==> config.mk <==
export PLATFORM = sky130hd
export DESIGN_NAME = event_code_slot_logic
export DESIGN_NICKNAME = d
export VERILOG_FILES = /design/src/rtl/core/ecsl_pkg.sv /design/src/rtl/core/event_code_slot_logic.sv /design/src/rtl/core/ecsl_cell.sv
export SDC_FILE = /design/constraint.sdc
export NUM_CORES = 1
export LEC_CHECK = 0
export ABC_AREA = 1
export BUFFER_PORTS_ARGS = -buffer_cell sky130_fd_sc_hd__buf_2
export CAP_MARGIN = 20
export CORE_UTILIZATION = 55
export CTS_CLUSTER_SIZE = 30
export DETAILED_ROUTE_END_ITERATION = 16
export HOLD_SLACK_MARGIN = 0.02
export PLACE_DENSITY = 0.72
export SYNTH_ARGS = -nofsm -noshare
export SYNTH_HDL_FRONTEND = slang
export SYNTH_SLANG_ARGS = --single-unit
==> constraint.sdc <==
create_clock -name clk -period 1.96 [get_ports clk]
set_input_delay 0.294 -clock clk [delete_from_list [all_inputs] [get_ports clk]]
set_output_delay 0.294 -clock clk [all_outputs]
set_load 0.02 [all_outputs]
==> src/rtl/core/ecsl_pkg.sv <==
// Shared types, codes and helpers for the event code slot logic.
// Pulled in by ecsl_cell and event_code_slot_logic; no dependencies.
package ecsl_pkg;

	// Item operations carried on the input channel
	typedef enum logic [1:0] {
		OP_EVENT  = 2'd0,
		OP_ACCEPT = 2'd1,
		OP_CLEAR  = 2'd2
	} op_t;

	// Per-term fold operators
	typedef enum logic [1:0] {
		FOLD_OR     = 2'd0,
		FOLD_AND    = 2'd1,
		FOLD_OR_NOT = 2'd2,
		FOLD_AND_N  = 2'd3
	} fold_op_t;

	// Configuration register indexes
	typedef enum logic [2:0] {
		REG_BEAM_COUNT  = 3'd0,
		REG_BEAM_CODES  = 3'd1,
		REG_BEAM_OPS    = 3'd2,
		REG_LASER_COUNT = 3'd3,
		REG_LASER_CODES = 3'd4,
		REG_LASER_OPS   = 3'd5
	} reg_idx_t;

	// Image kinds reported on an accept
	localparam logic [1:0] KIND_LASER_OFF = 2'd0;
	localparam logic [1:0] KIND_LASER_ONLY = 2'd1;
	localparam logic [1:0] KIND_BOTH_ON = 2'd2;

	localparam int unsigned CODES_PER_REG = 4;
	localparam int unsigned IN_SLOT_W = 5;

	typedef struct packed {
		logic [1:0] op;
		logic [IN_SLOT_W-1:0] slot;
		logic [7:0] ev_code;
	} in_word_t;

	typedef struct packed {
		logic beam_on;
		logic laser_on;
		logic [1:0] image_kind;
	} out_word_t;

	// Control travelling down the chain beside the slot index
	typedef struct packed {
		logic vld;
		op_t op;
		logic [7:0] code;
		logic beam_v;
		logic laser_v;
	} item_ctl_t;

	// Per-cell view of the term configuration
	typedef struct packed {
		logic use_b;
		logic [7:0] code_b;
		fold_op_t op_b;
		logic use_l;
		logic [7:0] code_l;
		fold_op_t op_l;
	} term_cfg_t;

	// One step of the fold
	function automatic logic fold_step(input logic v, input logic m, input fold_op_t fop);
		logic r;
		unique case (fop)
			FOLD_OR: r = v | m;
			FOLD_AND: r = v & m;
			FOLD_OR_NOT: r = v | ~m;
			FOLD_AND_N: r = v & ~m;
			default: r = v;
		endcase
		return r;
	endfunction

endpackage

==> src/rtl/core/event_code_slot_logic.sv <==
// Top level of the event code slot logic: configuration registers, input
// stage, chain of term cells and output register. Depends on ecsl_pkg, ecsl_cell.
//
// Use:
//   Input channel (in_valid/in_ready/in_data) takes one word per cycle when
//   in_ready is high: an event code marking a slot in every matching term,
//   an accept that folds and clears a slot's marks, or a clear of all marks.
//   Output channel (out_valid/out_ready/out_data) carries beam_on, laser_on
//   and image_kind, one word for each accept; other words give none.
//   Configuration channel (cfg_valid/cfg_ready/cfg_index/cfg_data) writes
//   registers 0..5; it is always ready and indexes above 5 are dropped.
//   Write configuration only while the block is empty.
// Pipeline and throughput:
//   One word per cycle while the chain advances. An accept passes the
//   register in each term cell and then the output register before it
//   reaches out_valid. The cell chain advances unless a result waits.
// Reset: clears all marks, empties the chain and loads counts of one, codes
//   and operators of zero.
// Stall:
//   While a result waits with out_ready low the whole chain holds and
//   in_ready drops; it picks up again in the cycle the result is taken.
module event_code_slot_logic import ecsl_pkg::*; #(
	parameter int MAX_TERMS = 4,
	parameter int SLOTS = 32
) (
	input  logic clk,
	input  logic arst_n,
	input  logic in_valid,
	output logic in_ready,
	input  in_word_t in_data,
	output logic out_valid,
	input  logic out_ready,
	output out_word_t out_data,
	input  logic cfg_valid,
	output logic cfg_ready,
	input  logic [2:0] cfg_index,
	input  logic [31:0] cfg_data
);

	localparam int SLOT_W = (SLOTS > 1) ? $clog2(SLOTS) : 1;
	localparam int LIMIT = (MAX_TERMS < CODES_PER_REG) ? MAX_TERMS : CODES_PER_REG;
	localparam int SLOT_VALS = 2 ** IN_SLOT_W;

	logic [2:0] beam_count_q;
	logic [31:0] beam_codes_q;
	logic [7:0] beam_ops_q;
	logic [2:0] laser_count_q;
	logic [31:0] laser_codes_q;
	logic [7:0] laser_ops_q;

	logic [2:0] n_beam;
	logic [2:0] n_laser;
	logic adv;
	logic out_valid_q;
	out_word_t out_q;

	logic [SLOT_W-1:0] slot_lut [SLOT_VALS];
	item_ctl_t ctl_chain [MAX_TERMS+1];
	logic [SLOT_W-1:0] slot_chain [MAX_TERMS+1];
	term_cfg_t cell_cfg [MAX_TERMS];

	// Take configuration writes
	assign cfg_ready = 1'b1;

	always_ff @(posedge clk or negedge arst_n) begin
		if (!arst_n) begin
			beam_count_q <= 3'd1;
			beam_codes_q <= '0;
			beam_ops_q <= '0;
			laser_count_q <= 3'd1;
			laser_codes_q <= '0;
			laser_ops_q <= '0;
		end else if (cfg_valid && cfg_ready) begin
			unique case (cfg_index)
				REG_BEAM_COUNT: beam_count_q <= cfg_data[2:0];
				REG_BEAM_CODES: beam_codes_q <= cfg_data;
				REG_BEAM_OPS: beam_ops_q <= cfg_data[7:0];
				REG_LASER_COUNT: laser_count_q <= cfg_data[2:0];
				REG_LASER_CODES: laser_codes_q <= cfg_data;
				REG_LASER_OPS: laser_ops_q <= cfg_data[7:0];
				default: begin
				end
			endcase
		end
	end

	// Limit term counts to one..LIMIT
	always_comb begin
		priority if (beam_count_q == 3'd0) begin
			n_beam = 3'd1;
		end else if (beam_count_q > 3'(LIMIT)) begin
			n_beam = 3'(LIMIT);
		end else begin
			n_beam = beam_count_q;
		end
		priority if (laser_count_q == 3'd0) begin
			n_laser = 3'd1;
		end else if (laser_count_q > 3'(LIMIT)) begin
			n_laser = 3'(LIMIT);
		end else begin
			n_laser = laser_count_q;
		end
	end

	// Slot reduction table and per-cell term view
	genvar gi;
	generate
		for (gi = 0; gi < SLOT_VALS; gi++) begin : g_lut
			assign slot_lut[gi] = SLOT_W'(gi % SLOTS);
		end
		for (gi = 0; gi < MAX_TERMS; gi++) begin : g_cfg
			if (gi < CODES_PER_REG) begin : g_live
				assign cell_cfg[gi].use_b = n_beam > 3'(gi);
				assign cell_cfg[gi].code_b = beam_codes_q[8*gi +: 8];
				assign cell_cfg[gi].op_b = fold_op_t'(beam_ops_q[2*gi +: 2]);
				assign cell_cfg[gi].use_l = n_laser > 3'(gi);
				assign cell_cfg[gi].code_l = laser_codes_q[8*gi +: 8];
				assign cell_cfg[gi].op_l = fold_op_t'(laser_ops_q[2*gi +: 2]);
			end else begin : g_idle
				assign cell_cfg[gi] = '0;
			end
		end
	endgenerate

	// Chain advances unless a result waits
	assign adv = !out_valid_q || out_ready;
	assign in_ready = adv;

	// Head of the chain: fold seeds from term 0's operator
	always_comb begin
		ctl_chain[0].vld = in_valid;
		ctl_chain[0].op = op_t'(in_data.op);
		ctl_chain[0].code = in_data.ev_code;
		ctl_chain[0].beam_v = beam_ops_q[0];
		ctl_chain[0].laser_v = laser_ops_q[0];
		slot_chain[0] = slot_lut[in_data.slot];
	end

	generate
		for (gi = 0; gi < MAX_TERMS; gi++) begin : g_cell
			ecsl_cell #(
				.SLOTS(SLOTS),
				.SLOT_W(SLOT_W)
			) u_cell (
				.clk(clk),
				.arst_n(arst_n),
				.adv(adv),
				.cfg(cell_cfg[gi]),
				.ctl_in(ctl_chain[gi]),
				.slot_in(slot_chain[gi]),
				.ctl_s1(ctl_chain[gi+1]),
				.slot_s1(slot_chain[gi+1])
			);
		end
	endgenerate

	// Output register: hold until taken
	always_ff @(posedge clk or negedge arst_n) begin
		if (!arst_n) begin
			out_valid_q <= 1'b0;
		end else if (adv) begin
			out_valid_q <= ctl_chain[MAX_TERMS].vld && ctl_chain[MAX_TERMS].op == OP_ACCEPT;
		end
	end

	always_ff @(posedge clk) begin
		if (adv) begin
			out_q.beam_on <= ctl_chain[MAX_TERMS].beam_v;
			out_q.laser_on <= ctl_chain[MAX_TERMS].laser_v;
			priority if (!ctl_chain[MAX_TERMS].laser_v) begin
				out_q.image_kind <= KIND_LASER_OFF;
			end else if (!ctl_chain[MAX_TERMS].beam_v) begin
				out_q.image_kind <= KIND_LASER_ONLY;
			end else begin
				out_q.image_kind <= KIND_BOTH_ON;
			end
		end
	end

	assign out_valid = out_valid_q;
	assign out_data = out_q;

endmodule

==> src/rtl/core/ecsl_cell.sv <==
// One term cell: holds the beam and laser marks of one term and applies
// one fold step to the word passing through. Depends on ecsl_pkg.
module ecsl_cell import ecsl_pkg::*; #(
	parameter int SLOTS = 32,
	parameter int SLOT_W = 5
) (
	input  logic clk,
	input  logic arst_n,
	input  logic adv,
	input  term_cfg_t cfg,
	input  item_ctl_t ctl_in,
	input  logic [SLOT_W-1:0] slot_in,
	output item_ctl_t ctl_s1,
	output logic [SLOT_W-1:0] slot_s1
);

	logic [SLOTS-1:0] beam_q;
	logic [SLOTS-1:0] laser_q;
	logic [SLOTS-1:0] bit_sel;
	logic m_b;
	logic m_l;
	item_ctl_t ctl_nxt;

	// Fold this term's marks into the travelling word
	always_comb begin
		bit_sel = '0;
		bit_sel[slot_in] = 1'b1;
		m_b = beam_q[slot_in];
		m_l = laser_q[slot_in];
		ctl_nxt = ctl_in;
		if (cfg.use_b) begin
			ctl_nxt.beam_v = fold_step(ctl_in.beam_v, m_b, cfg.op_b);
		end
		if (cfg.use_l) begin
			ctl_nxt.laser_v = fold_step(ctl_in.laser_v, m_l, cfg.op_l);
		end
	end

	// Hand the word to the next cell
	always_ff @(posedge clk or negedge arst_n) begin
		if (!arst_n) begin
			ctl_s1 <= '0;
		end else if (adv) begin
			ctl_s1 <= ctl_nxt;
		end
	end

	always_ff @(posedge clk) begin
		if (adv) begin
			slot_s1 <= slot_in;
		end
	end

	// Update marks in item order
	always_ff @(posedge clk or negedge arst_n) begin
		if (!arst_n) begin
			beam_q <= '0;
			laser_q <= '0;
		end else if (adv && ctl_in.vld) begin
			unique case (ctl_in.op)
				OP_EVENT: begin
					if (cfg.use_b && cfg.code_b == ctl_in.code) begin
						beam_q <= beam_q | bit_sel;
					end
					if (cfg.use_l && cfg.code_l == ctl_in.code) begin
						laser_q <= laser_q | bit_sel;
					end
				end
				OP_ACCEPT: begin
					beam_q <= beam_q & ~bit_sel;
					laser_q <= laser_q & ~bit_sel;
				end
				OP_CLEAR: begin
					beam_q <= '0;
					laser_q <= '0;
				end
				default: begin
				end
			endcase
		end
	end

endmodule

-- Word-level counts from Yosys, hierarchy flattened
Memories as Yosys holds them, arrays and structs flattened.
Index checks and enable logic that the tools add are counted.
- $lt $le $gt $ge: 19
- reduce and logical (&&, ||, !) cells: 52
- bitwise operators: 61
- equal/unequal tests: 54
- muxes and demuxes: 63
- operator list (kind ; count):
    case mux 32 bit (3 select lines) ; 8
    AND 32 bit ; 8
    2-to-1 mux 32 bit ; 8
    OR 32 bit ; 8
    NOT 32 bit ; 4
    equality test 8 bit ; 8
    binary-select mux 1 bit (select 5 bit) ; 8
    equality test 2 bit, second input constant ; 20
    case mux 1 bit (4 select lines) ; 8
    equality test 2 x 1 -> 1 bit, second input constant ; 13
    zero test 2 bit ; 12
    < comparator 5 x 6 -> 1 bit, second input constant ; 4
    AND reduction 3 bit ; 8
    demux 1 bit (select 5 bit) ; 4
    >= comparator 5 x 1 -> 1 bit, second input constant ; 4
    2-to-1 mux 1 bit ; 20
    logical AND 1 bit ; 17
    AND 1 bit ; 16
    != test 2 x 1 -> 1 bit, second input constant ; 8
    OR 1 bit ; 16
    greater-than comparator 3 x 1 -> 1 bit, second input constant ; 4
    greater-than comparator 3 x 2 -> 1 bit, second input constant ; 4
    2-to-1 mux 3 bit ; 4
    AND reduction 2 bit ; 6
    13 further kinds ; 29
- input port bits: 55
- memories: 1
- bits in registers: 406
- bits in read-only memories: 160
- word-level logic and storage cells: 290
- output and inout port bits: 7
- memories (name ; words ; bits a word ; rd ports ; clocked after Yosys merged registers in ; write ports ; RTL line ; text):
    (name not given) ; 32 ; 5 ; 1 ; 0 ; 0 ; event_code_slot_logic.sv:136 ; slot_chain[0] = slot_lut[in_data.slot];

-- Depth between registers and ports, before layout
Gate-level depths: netlist (run 1).
- depth after elaboration: 11
- depth in mapped cells: 14
- depth with buffers taken out: 12

-- Hierarchy
Synthesis (run 1) repeated with hierarchy kept, for this count alone.
- cell total of the unflattened synthesis: 3804
- area total of the unflattened synthesis: 26464.1 um2
- modules (own cells, without submodules) (module ; cells each ; area an instance (um2) ; instances ; sequential area each (um2)):
    ecsl_cell at g_cell[0].u_cell ... ; 849 ; 5709.2 ; 3 ; 2077.0
    ecsl_cell at g_cell[3].u_cell ; 849 ; 5616.6 ; 1 ; 2077.0
    event_code_slot_logic ; 408 ; 3719.8 ; 1 ; 2299.7

-- Least setup slack after synthesis (run 1)
No wires, ideal clock.
- path type: register to register
- start: reg out_valid_q, in the netlist out_valid
- end: reg g_cell[0].u_cell.slot_s1[0] (enable)
- buffers on the path: 1
- cell stages (with the launch flop): 5
- data required time: 1.562 ns
- data arrival time: 1.583 ns
- setup slack: -0.021 ns
- setup time: 0.398 ns
- clock period less this slack: 1.981 ns
- cells stage by stage: dfrtp_1 > inv_1 > nor2_4 > inv_4 > clkbuf_1
- word-level cells in the longest chain between the ends: 2
- ends and longest elaborated chain (item ; RTL line ; text):
    from (decl) ; event_code_slot_logic.sv:54 ; logic out_valid_q;
    from (signal assigned) ; event_code_slot_logic.sv:160 ; out_valid_q <= 1'b0;
    from (signal assigned) ; event_code_slot_logic.sv:162 ; out_valid_q <= ctl_chain[MAX_TERMS].vld && ctl_chain[MAX_TERMS].op == OP_ACCEPT;
    zero test 1 bit ; event_code_slot_logic.sv:126 ; assign adv = !out_valid_q || out_ready;
    logical OR 1 bit ; event_code_slot_logic.sv:126 ;
    net in_ready ; event_code_slot_logic.sv:29 ; output logic in_ready,
    to (signal assigned) ; ecsl_cell.sv:50 ; slot_s1 <= slot_in;
    to (decl) ; ecsl_cell.sv:14 ; output logic [SLOT_W-1:0] slot_s1
The timed path passes the listed nets, and every way through them passes these cells.
A chain may end at the register's enable or synchronous reset.

-- Final worst setup path (run 1)
- start: reg laser_count_q[0]
- end: reg g_cell[2].u_cell.laser_q[23]
- word-level cells in the longest chain between the ends: 7
- elaborated cells between the ends (all ways): 8
- those cells by class: order compare (2); eq/ne (1); mux (2); reduce/logical (3)
- ends and longest elaborated chain (item ; RTL line ; text):
    from (decl) ; event_code_slot_logic.sv:47 ; logic [2:0] laser_count_q;
    from (signal assigned) ; event_code_slot_logic.sv:78 ; REG_LASER_COUNT: laser_count_q <= cfg_data[2:0];
    greater-than comparator 3 bit ; event_code_slot_logic.sv:98 ; end else if (laser_count_q > 3'(LIMIT)) begin
    2-to-1 mux 3 bit ; event_code_slot_logic.sv:98 ;
    2-to-1 mux 3 bit (*) ; event_code_slot_logic.sv:96 ; priority if (laser_count_q == 3'd0) begin
    greater-than comparator 3 x 2 -> 1 bit (*) ; event_code_slot_logic.sv:116 ; assign cell_cfg[gi].use_l = n_laser > 3'(gi);
    logical AND 1 bit (*) ; ecsl_cell.sv:65 ; if (cfg.use_l && cfg.code_l == ctl_in.code) begin
    != test 2 x 1 -> 1 bit (no source line) (*) ; -- ;
    AND reduction 3 bit (no source line) (*) ; -- ;
    to (signal assigned) ; ecsl_cell.sv:66 ; laser_q <= laser_q | bit_sel;
    to (signal assigned) ; ecsl_cell.sv:71 ; laser_q <= laser_q & ~bit_sel;
    to (decl) ; ecsl_cell.sv:18 ; logic [SLOTS-1:0] laser_q;
Mark *: on every way between the ends. The rest lies on a longest branch, timed or not.

==> results.ini, run 1 <==
[status]
status=finished, final reports clean

[synth]
async_flop_share_pct=95.30
synth_top_family_by_area=simple AND/OR/NAND/NOR gates
synth-edff-count=19
syn-num-nets=3367
synth_warnings=0
synth.distinct_cells=44
synth_compound_area_share_pct=15.67
synth-seq-cells=404
synth_mux_area_share_pct=0
synth_area_sq_mm=0.02317
yosysSeqAreaShare_pct=44.05
postSynth.topFlopCell=dfrtp_1
syn_inst=3300
synth_area_per_cell_sq_um=7.022
synth-xor-area-share_pct=1.588
synth_simple_gate_area_share_pct=29.14
yosys.area_share.adder_pct=0.6480

[place]
port_buffers=60
globalplace.congestion=0.9084
placed_area_sq_mm=0.02448
dp_hpwl_um=42470

[sta]
period_share_pct=94.40
setup_viol=0
rsz0062_at_grt=true
fin_skew_ps=25.69
hold_violations=0
hold_ws_ps=52.60
finalCriticalPeriod_ps=1850
final_max_slew_viol_count=0
worst_pin_slew_ps=572.2
timing.fmax_mhz=540.5
max_slew_margin_pct=61.86

[routing]
drtAntennaViolNets=0
vias=22104
drtIter0Drc=1953
first_pass_iters=6
wl_per_cell_um=16.57
drc_errors=0
drt_wl_total_um=65030
via_per_inst=5.633

[critical_path]
required_ps=2440
cp.arrival_ps=2330
cp_max_fo=17
crit_type=flip-flop to flip-flop
crit_path_start_kind=flip-flop
end_kind=flip-flop

[cells_and_area]
n_fill_cell=3585
drive_above_1_share_pct=8.550
final_cell_mix=nand2_1, dfrtp_1, o21ai_0
final_common_cell=nand2_1
multi_input_area_sq_mm=0.01097
antenna_cells=0
design_area_sq_mm=0.02634
seq_area_sq_mm=0.01021
nNetsFinal=3425
area_growth_pct=13.66

[clock_network]
htreeDepth=2
insertion_delay_ps=580
cts_buffers=44
cts_buffer_depth=3
cts.reportedPaths.clkPinSlew_ps=60
cts_root_buf=clkbuf_16
cts_tree=built
clock-sinks=404

[pwr]
powerDensity_mw_per_mm2=1338
clkPwrFrac_pct=24.1
p_sw_mw=14.60
intPower_mw=20.63
ir_drop_uv=1082
switching_share_pct=41.44
power_leakage_nw=12.57
p_comb_share_pct=39.6
sequentialPowerShare_pct=36.3

[global_routing]
grt_pass1_vias=22020
antenna_found_initial=0
grtUsageTotal_pct=30.86
overflow=0
grt_pass1_wl_um=109500
grt_start_max_net_pins=65

[floorplanning]
ios=62
core_sq_mm=0.04120
dieArea_sq_mm=0.04295
initial_core_util_pct=56.24
rows=74
die_h_um=207.3
die_x_um=207.3

[hold_path]
min_path_type=input port to flip-flop

[flow_run]
maxCapViolations=0

==> synth_stat cells (4+ instances only) <==
cell,count,area (sq um)
nand2_1,1037,3892
dfrtp_1,383,9584
nor3_2,4,40.04
buf_1,16,60.06
ha_1,12,150.1
nand3_1,283,1416
buf_4,8,60.06
clkinv_1,7,26.28
nor3_1,23,115.1
o21ai_1,38,190.2
nor3_4,5,81.33
inv_2,19,71.32
o21ai_0,370,1852
edfxtp_1,19,570.6
nand2_2,4,25.02
buf_2,80,400.4
a21oi_1,179,895.9
xor2_1,20,175.2
clkbuf_1,67,251.5
nand4_1,6,37.54
or2_2,5,31.28
xnor2_1,22,192.7
o21a_1,70,525.5
inv_1,309,1160
nor2_1,280,1051
a22oi_1,6,45.04
==> cell families (layout without fill, tap and decap cells) <==
kind of cell	Yosys count	count (layout)
AOI/OAI and AO/OA	677	677
xor gates and xnor gates	42	42
adders and majority gates	12	12
buffers and inverters	509	601
DFF	404	404
other	1	1
and+or+nand+nor	1655	1655
==> metrics by stage <==
step | utilization, % | TNS [ps] | setup WS [ps] | power (mW) | instances
5_1_grt | 63.92 | -22.74 | -16.26 | 37.56 | 3924
2_1_floorplan | - | 0 | 257.2 | 21.72 | 3300
3_3_place_gp | 59.42 | 0 | 128.0 | 26.03 | 3808
4_1_cts | 63.69 | 0 | 4.074 | 35.11 | 3918
3_5_place_dp | 59.42 | 0 | 108.1 | 26.50 | 3808
6_report | 63.92 | 0 | 109.8 | 35.23 | 3924
==> power by group through the flow <==
stage	combinational (mW)	clock, mW	sequential [mW]
final	14.0	8.48	12.8
after global placement	13.3	0	12.8
after detailed placement	13.6	0	12.9
after global routing	15.5	8.92	13.1
after floorplan	9.40	0	12.3
after CTS	13.7	8.62	12.8
==> timing repair <==
item,CTS,global route
hold endpoints to repair,139,0
cloned,0,0
hold buffers,31,0
setup buffers,0,6
resized for setup,0,17
endpoints found under the setup margin,1,187
==> worst max-delay path, cell delays in order, from the launching register on <==
cell and delay (ps):
dfstp_2 530, a21oi_1 140, nor3_1 230, nand3_1 130
nand2_1 130, nand2_2 100, inv_2 120, buf_12 160
nand2_1 60, a21oi_1 140
==> metal layers <==
layer | track usage [%] | share of wire [%]
met5 | 0 | 0
met1 | 39.49 | 42
met2 | 53.63 | 49
met4 | 10.86 | 2.6
met3 | 4.206 | 6.3
==> worst paths after layout <==
| path | cells after the start | slack, ps | start | endpoint |
|---|---|---|---|---|
| worst max-delay path | 9 | 110 | laser_count_q[0] | g_cell[2].u_cell.laser_q[23] |
| worst min-delay path | 3 | 50 | in_data[0] | g_cell[0].u_cell.ctl_s1[2] |
| worst max register to register | 9 | 110 | laser_count_q[0] | g_cell[2].u_cell.laser_q[23] |
| worst min register to register | 1 | 460 | g_cell[3].u_cell.ctl_s1[11] | out_valid |
| max in group asynchronous | 3 | 930 | arst_n | g_cell[3].u_cell.beam_q[22] |
| min in group asynchronous | 2 | 220 | arst_n | g_cell[3].u_cell.laser_q[28] |
==> cell type report <==
type	count	share of cell area (%)
multi-input cells	2387	41.64
clock buffers	59	4.704
inverters	336	4.841
repair buffers	185	6.713
clock inverters	21	0.8172
well taps	532	2.528
flip-flops and latches	404	38.76
==> sequential cells by signal (all words and copies together) (netlist names) <==
signal / count
laser_codes_q: 32
out_data: 4
laser_ops_q: 7
g_cell.u_cell.beam_q: 128
g_cell.u_cell.laser_q: 128
beam_count_q: 3
g_cell.u_cell.ctl_s1: 44
out_valid: 1
laser_count_q: 3
beam_ops_q: 7
beam_codes_q: 32
g_cell.u_cell.slot_s1: 15
No activity file was read; power rests on OpenSTA's default activity.
==> run 2, diff against run 1 <==
--- a/config.mk
+++ b/config.mk
@@ -8,8 +8,10 @@
 export ABC_AREA = 1
 export BUFFER_PORTS_ARGS = -buffer_cell sky130_fd_sc_hd__buf_2
 export CAP_MARGIN = 20
+export CORE_ASPECT_RATIO = 1.5
 export CORE_UTILIZATION = 55
-export CTS_CLUSTER_SIZE = 30
+export CTS_CLUSTER_DIAMETER = 150
+export CTS_CLUSTER_SIZE = 25
 export DETAILED_ROUTE_END_ITERATION = 16
 export HOLD_SLACK_MARGIN = 0.02
 export PLACE_DENSITY = 0.72
==> results.ini, run 2 (synthesis results as in run 1) <==
[clock_network]
cts_buffer_depth=3  ; unchanged
htreeDepth=1  ; was 2
insertion_delay_ps=560  ; was 580 ps
cts.reportedPaths.clkPinSlew_ps=100  ; was 60 ps
cts_tree=built  ; unchanged
cts_buffers=20  ; was 44
cts_root_buf=clkbuf_16  ; unchanged
clock-sinks=404  ; unchanged

[global_routing]
overflow=0  ; unchanged
antenna_found_initial=0  ; unchanged
grt_util_met3_pct=2.251  ; was 4.206%
grt_pass1_vias=21625  ; was 22.02k
use_met2_pct=54.50  ; was 53.63%
grt_pass1_wl_um=105900  ; was 109500 um
use_met1_pct=36.27  ; was 39.49%
grtUsageTotal_pct=30.26  ; was 30.86%
grt_start_max_net_pins=97  ; was 65
grt.busiest_layer=met2  ; unchanged

[floorplanning]
ios=62  ; unchanged
die_h_um=253.4  ; was 207.3 um
initial_core_util_pct=56.06  ; was 56.24%
rows=91  ; was 74
dieArea_sq_mm=0.04297  ; was 0.04295 sq mm
die_x_um=169.6  ; was 207.3 um
core_sq_mm=0.04133  ; was 0.04120 sq mm

[pwr]
powerDensity_mw_per_mm2=1231  ; was 1338 mW/mm^2
power_mw=31.19  ; was 35.23 mW
ir_drop_uv=1158  ; was 1082 uV
power_leakage_nw=12.07  ; was 12.57 nW

[sta]
finalCriticalPeriod_ps=1853  ; was 1850 ps
fin_skew_ps=30.21  ; was 25.69 ps
max_slew_margin_pct=59.86  ; was 61.86%
worst_pin_slew_ps=602.1  ; was 572.2 ps
rsz0062_at_grt=true  ; unchanged
hold_violations=0  ; unchanged
period_share_pct=94.56  ; was 94.40%
setup_viol=0  ; unchanged
final_max_slew_viol_count=0  ; unchanged
timing.fmax_mhz=539.6  ; was 540.5 MHz

[hold_path]
min_path_type=input port to flip-flop  ; unchanged

[cells_and_area]
nNetsFinal=3388  ; was 3425
top_regs=g_cell.u_cell.beam_q x128, g_cell.u_cell.laser_q x128, g_cell.u_cell.ctl_s1 x44  ; unchanged
antenna_cells=0  ; unchanged
area_growth_pct=9.336  ; was 13.66%
final_cell_mix=nand2_1, dfrtp_1, o21ai_0  ; unchanged
design_area_sq_mm=0.02533  ; was 0.02634 sq mm
drive_above_1_share_pct=7.199  ; was 8.550%
final_common_cell=nand2_1  ; unchanged

[critical_path]
cp.arrival_ps=2350  ; was 2330 ps
crit_path_cell_trace=buf_12, nor2_1, inv_1, nor2_1, inv_1, nand3_1, o21ai_0, nand3_1, nand2_1  ; was a21oi_1, nor3_1, nand3_1, nand2_1, nand2_2, inv_2, buf_12, nand2_1, a21oi_1
crit_slowest_cell=edfxtp_1  ; was dfstp_2
critPathMaxStageDelay_ps=460  ; was 530 ps
cp_max_fo=42  ; was 17
required_ps=2460  ; was 2440 ps
crit_type=flip-flop to flip-flop  ; unchanged
end_kind=flip-flop  ; unchanged
crit_path_start_kind=flip-flop  ; unchanged
crit_family=buffers and inverters  ; was simple AND/OR/NAND/NOR gates
critPathBufInv=3  ; was 2

[routing]
first_pass_iters=6  ; unchanged
drt_wl_total_um=64110  ; was 65030 um
via_per_inst=5.624  ; was 5.633
drc_errors=0  ; unchanged
wl_per_cell_um=16.47  ; was 16.57 um
drtAntennaViolNets=0  ; unchanged
drtIter0Drc=1857  ; was 1953
vias=21888  ; was 22.10k

[status]
status=finished, final reports clean  ; unchanged

[place]
placed_area_sq_mm=0.02441  ; was 0.02448 sq mm
dp_hpwl_um=42450  ; was 42470 um
globalplace.congestion=0.9341  ; was 0.9084
port_buffers=60  ; unchanged

[flow_run]
maxCapViolations=0  ; unchanged

-- run 2: changes by cell type in the layout (fill, tap and decap cells not counted), sizes merged --
cell,before,now
buf,154,147
clkinvlp,5,0
dlygate4sd3,31,25
clkinv,19,8
bufinv,4,0
clkbuf,59,34
-- run 2: worst paths after layout --
check                                          endpoint  slack, ps                        start  depth (start not counted)
setup / recovery           g_cell[3].u_cell.laser_q[22]        110  g_cell[2].u_cell.slot_s1[0]                          9
hold / removal                         beam_codes_q[29]         40                 cfg_data[29]                          3
setup reg to reg           g_cell[3].u_cell.laser_q[22]        110  g_cell[2].u_cell.slot_s1[0]                          9
hold reg to reg                               out_valid        460  g_cell[3].u_cell.ctl_s1[11]                          1
max in group asynchronous              laser_count_q[0]        960                       arst_n                          3
min in group asynchronous   g_cell[3].u_cell.laser_q[1]        250                       arst_n                          2
-- run 2: layout make-up --
class | count | area (sq um)
well taps | 558 | 698.2
repair buffers | 172 | 1570
inverters | 336 | 1271
clock buffers | 34 | 574.3
fillers | 3812 | 16000
multi-input cells | 2387 | 10980
clock inverters | 1 | 30.03
flip-flops and latches | 404 | 10210
-- run 2: stage by stage --
step / TNS [ps] / util, % / instances / worst slack, ps / hold WS, ps
after floorplan: 0 / - / 3300 / 257.2 / -1.591
after global placement: 0 / 59.06 / 3833 / 116.3 / 262.5
after detailed placement: 0 / 59.06 / 3833 / 108.7 / 265.7
after CTS: 0 / 61.11 / 3892 / 51.83 / 21.70
after global routing: -540.2 / 61.30 / 3892 / -90.77 / 36.92
final: 0 / 61.30 / 3892 / 106.7 / 40.91
-- run 2: metal layers --
metal	vias to the layer above	share of wire, %	routed length, um
met5	-	0	0
met4	0	4.2	2703
met3	164	5.0	3209
met2	753	52	33090
met1	10419	39	25110
li1	10552	-	-
-- run 2: tightest hold or removal path, delay by kind of cell --
| kind | cells | cell delay, ps |
|---|---|---|
| buffers and inverters | 2 | 190 |
| AO/OA/AOI/OAI | 1 | 80 |
-- run 2: timing repair --
action                                 CTS  global route
buffers inserted                         0             0
hold buffers                            25             0
setup endpoints to repair                1           143
gates resized for setup                  0            28
pin swaps                                0             0
endpoints found under the hold margin   76             0
-- run 2: power by group --
part,internal (mW),switching [mW],total (mW),leakage (nW)
sequential,10.8,1.82,12.7,5.30
clock,2.06,2.84,4.90,0.286
combinational,4.52,9.11,13.6,6.48
total,17.4,13.8,31.2,12.1
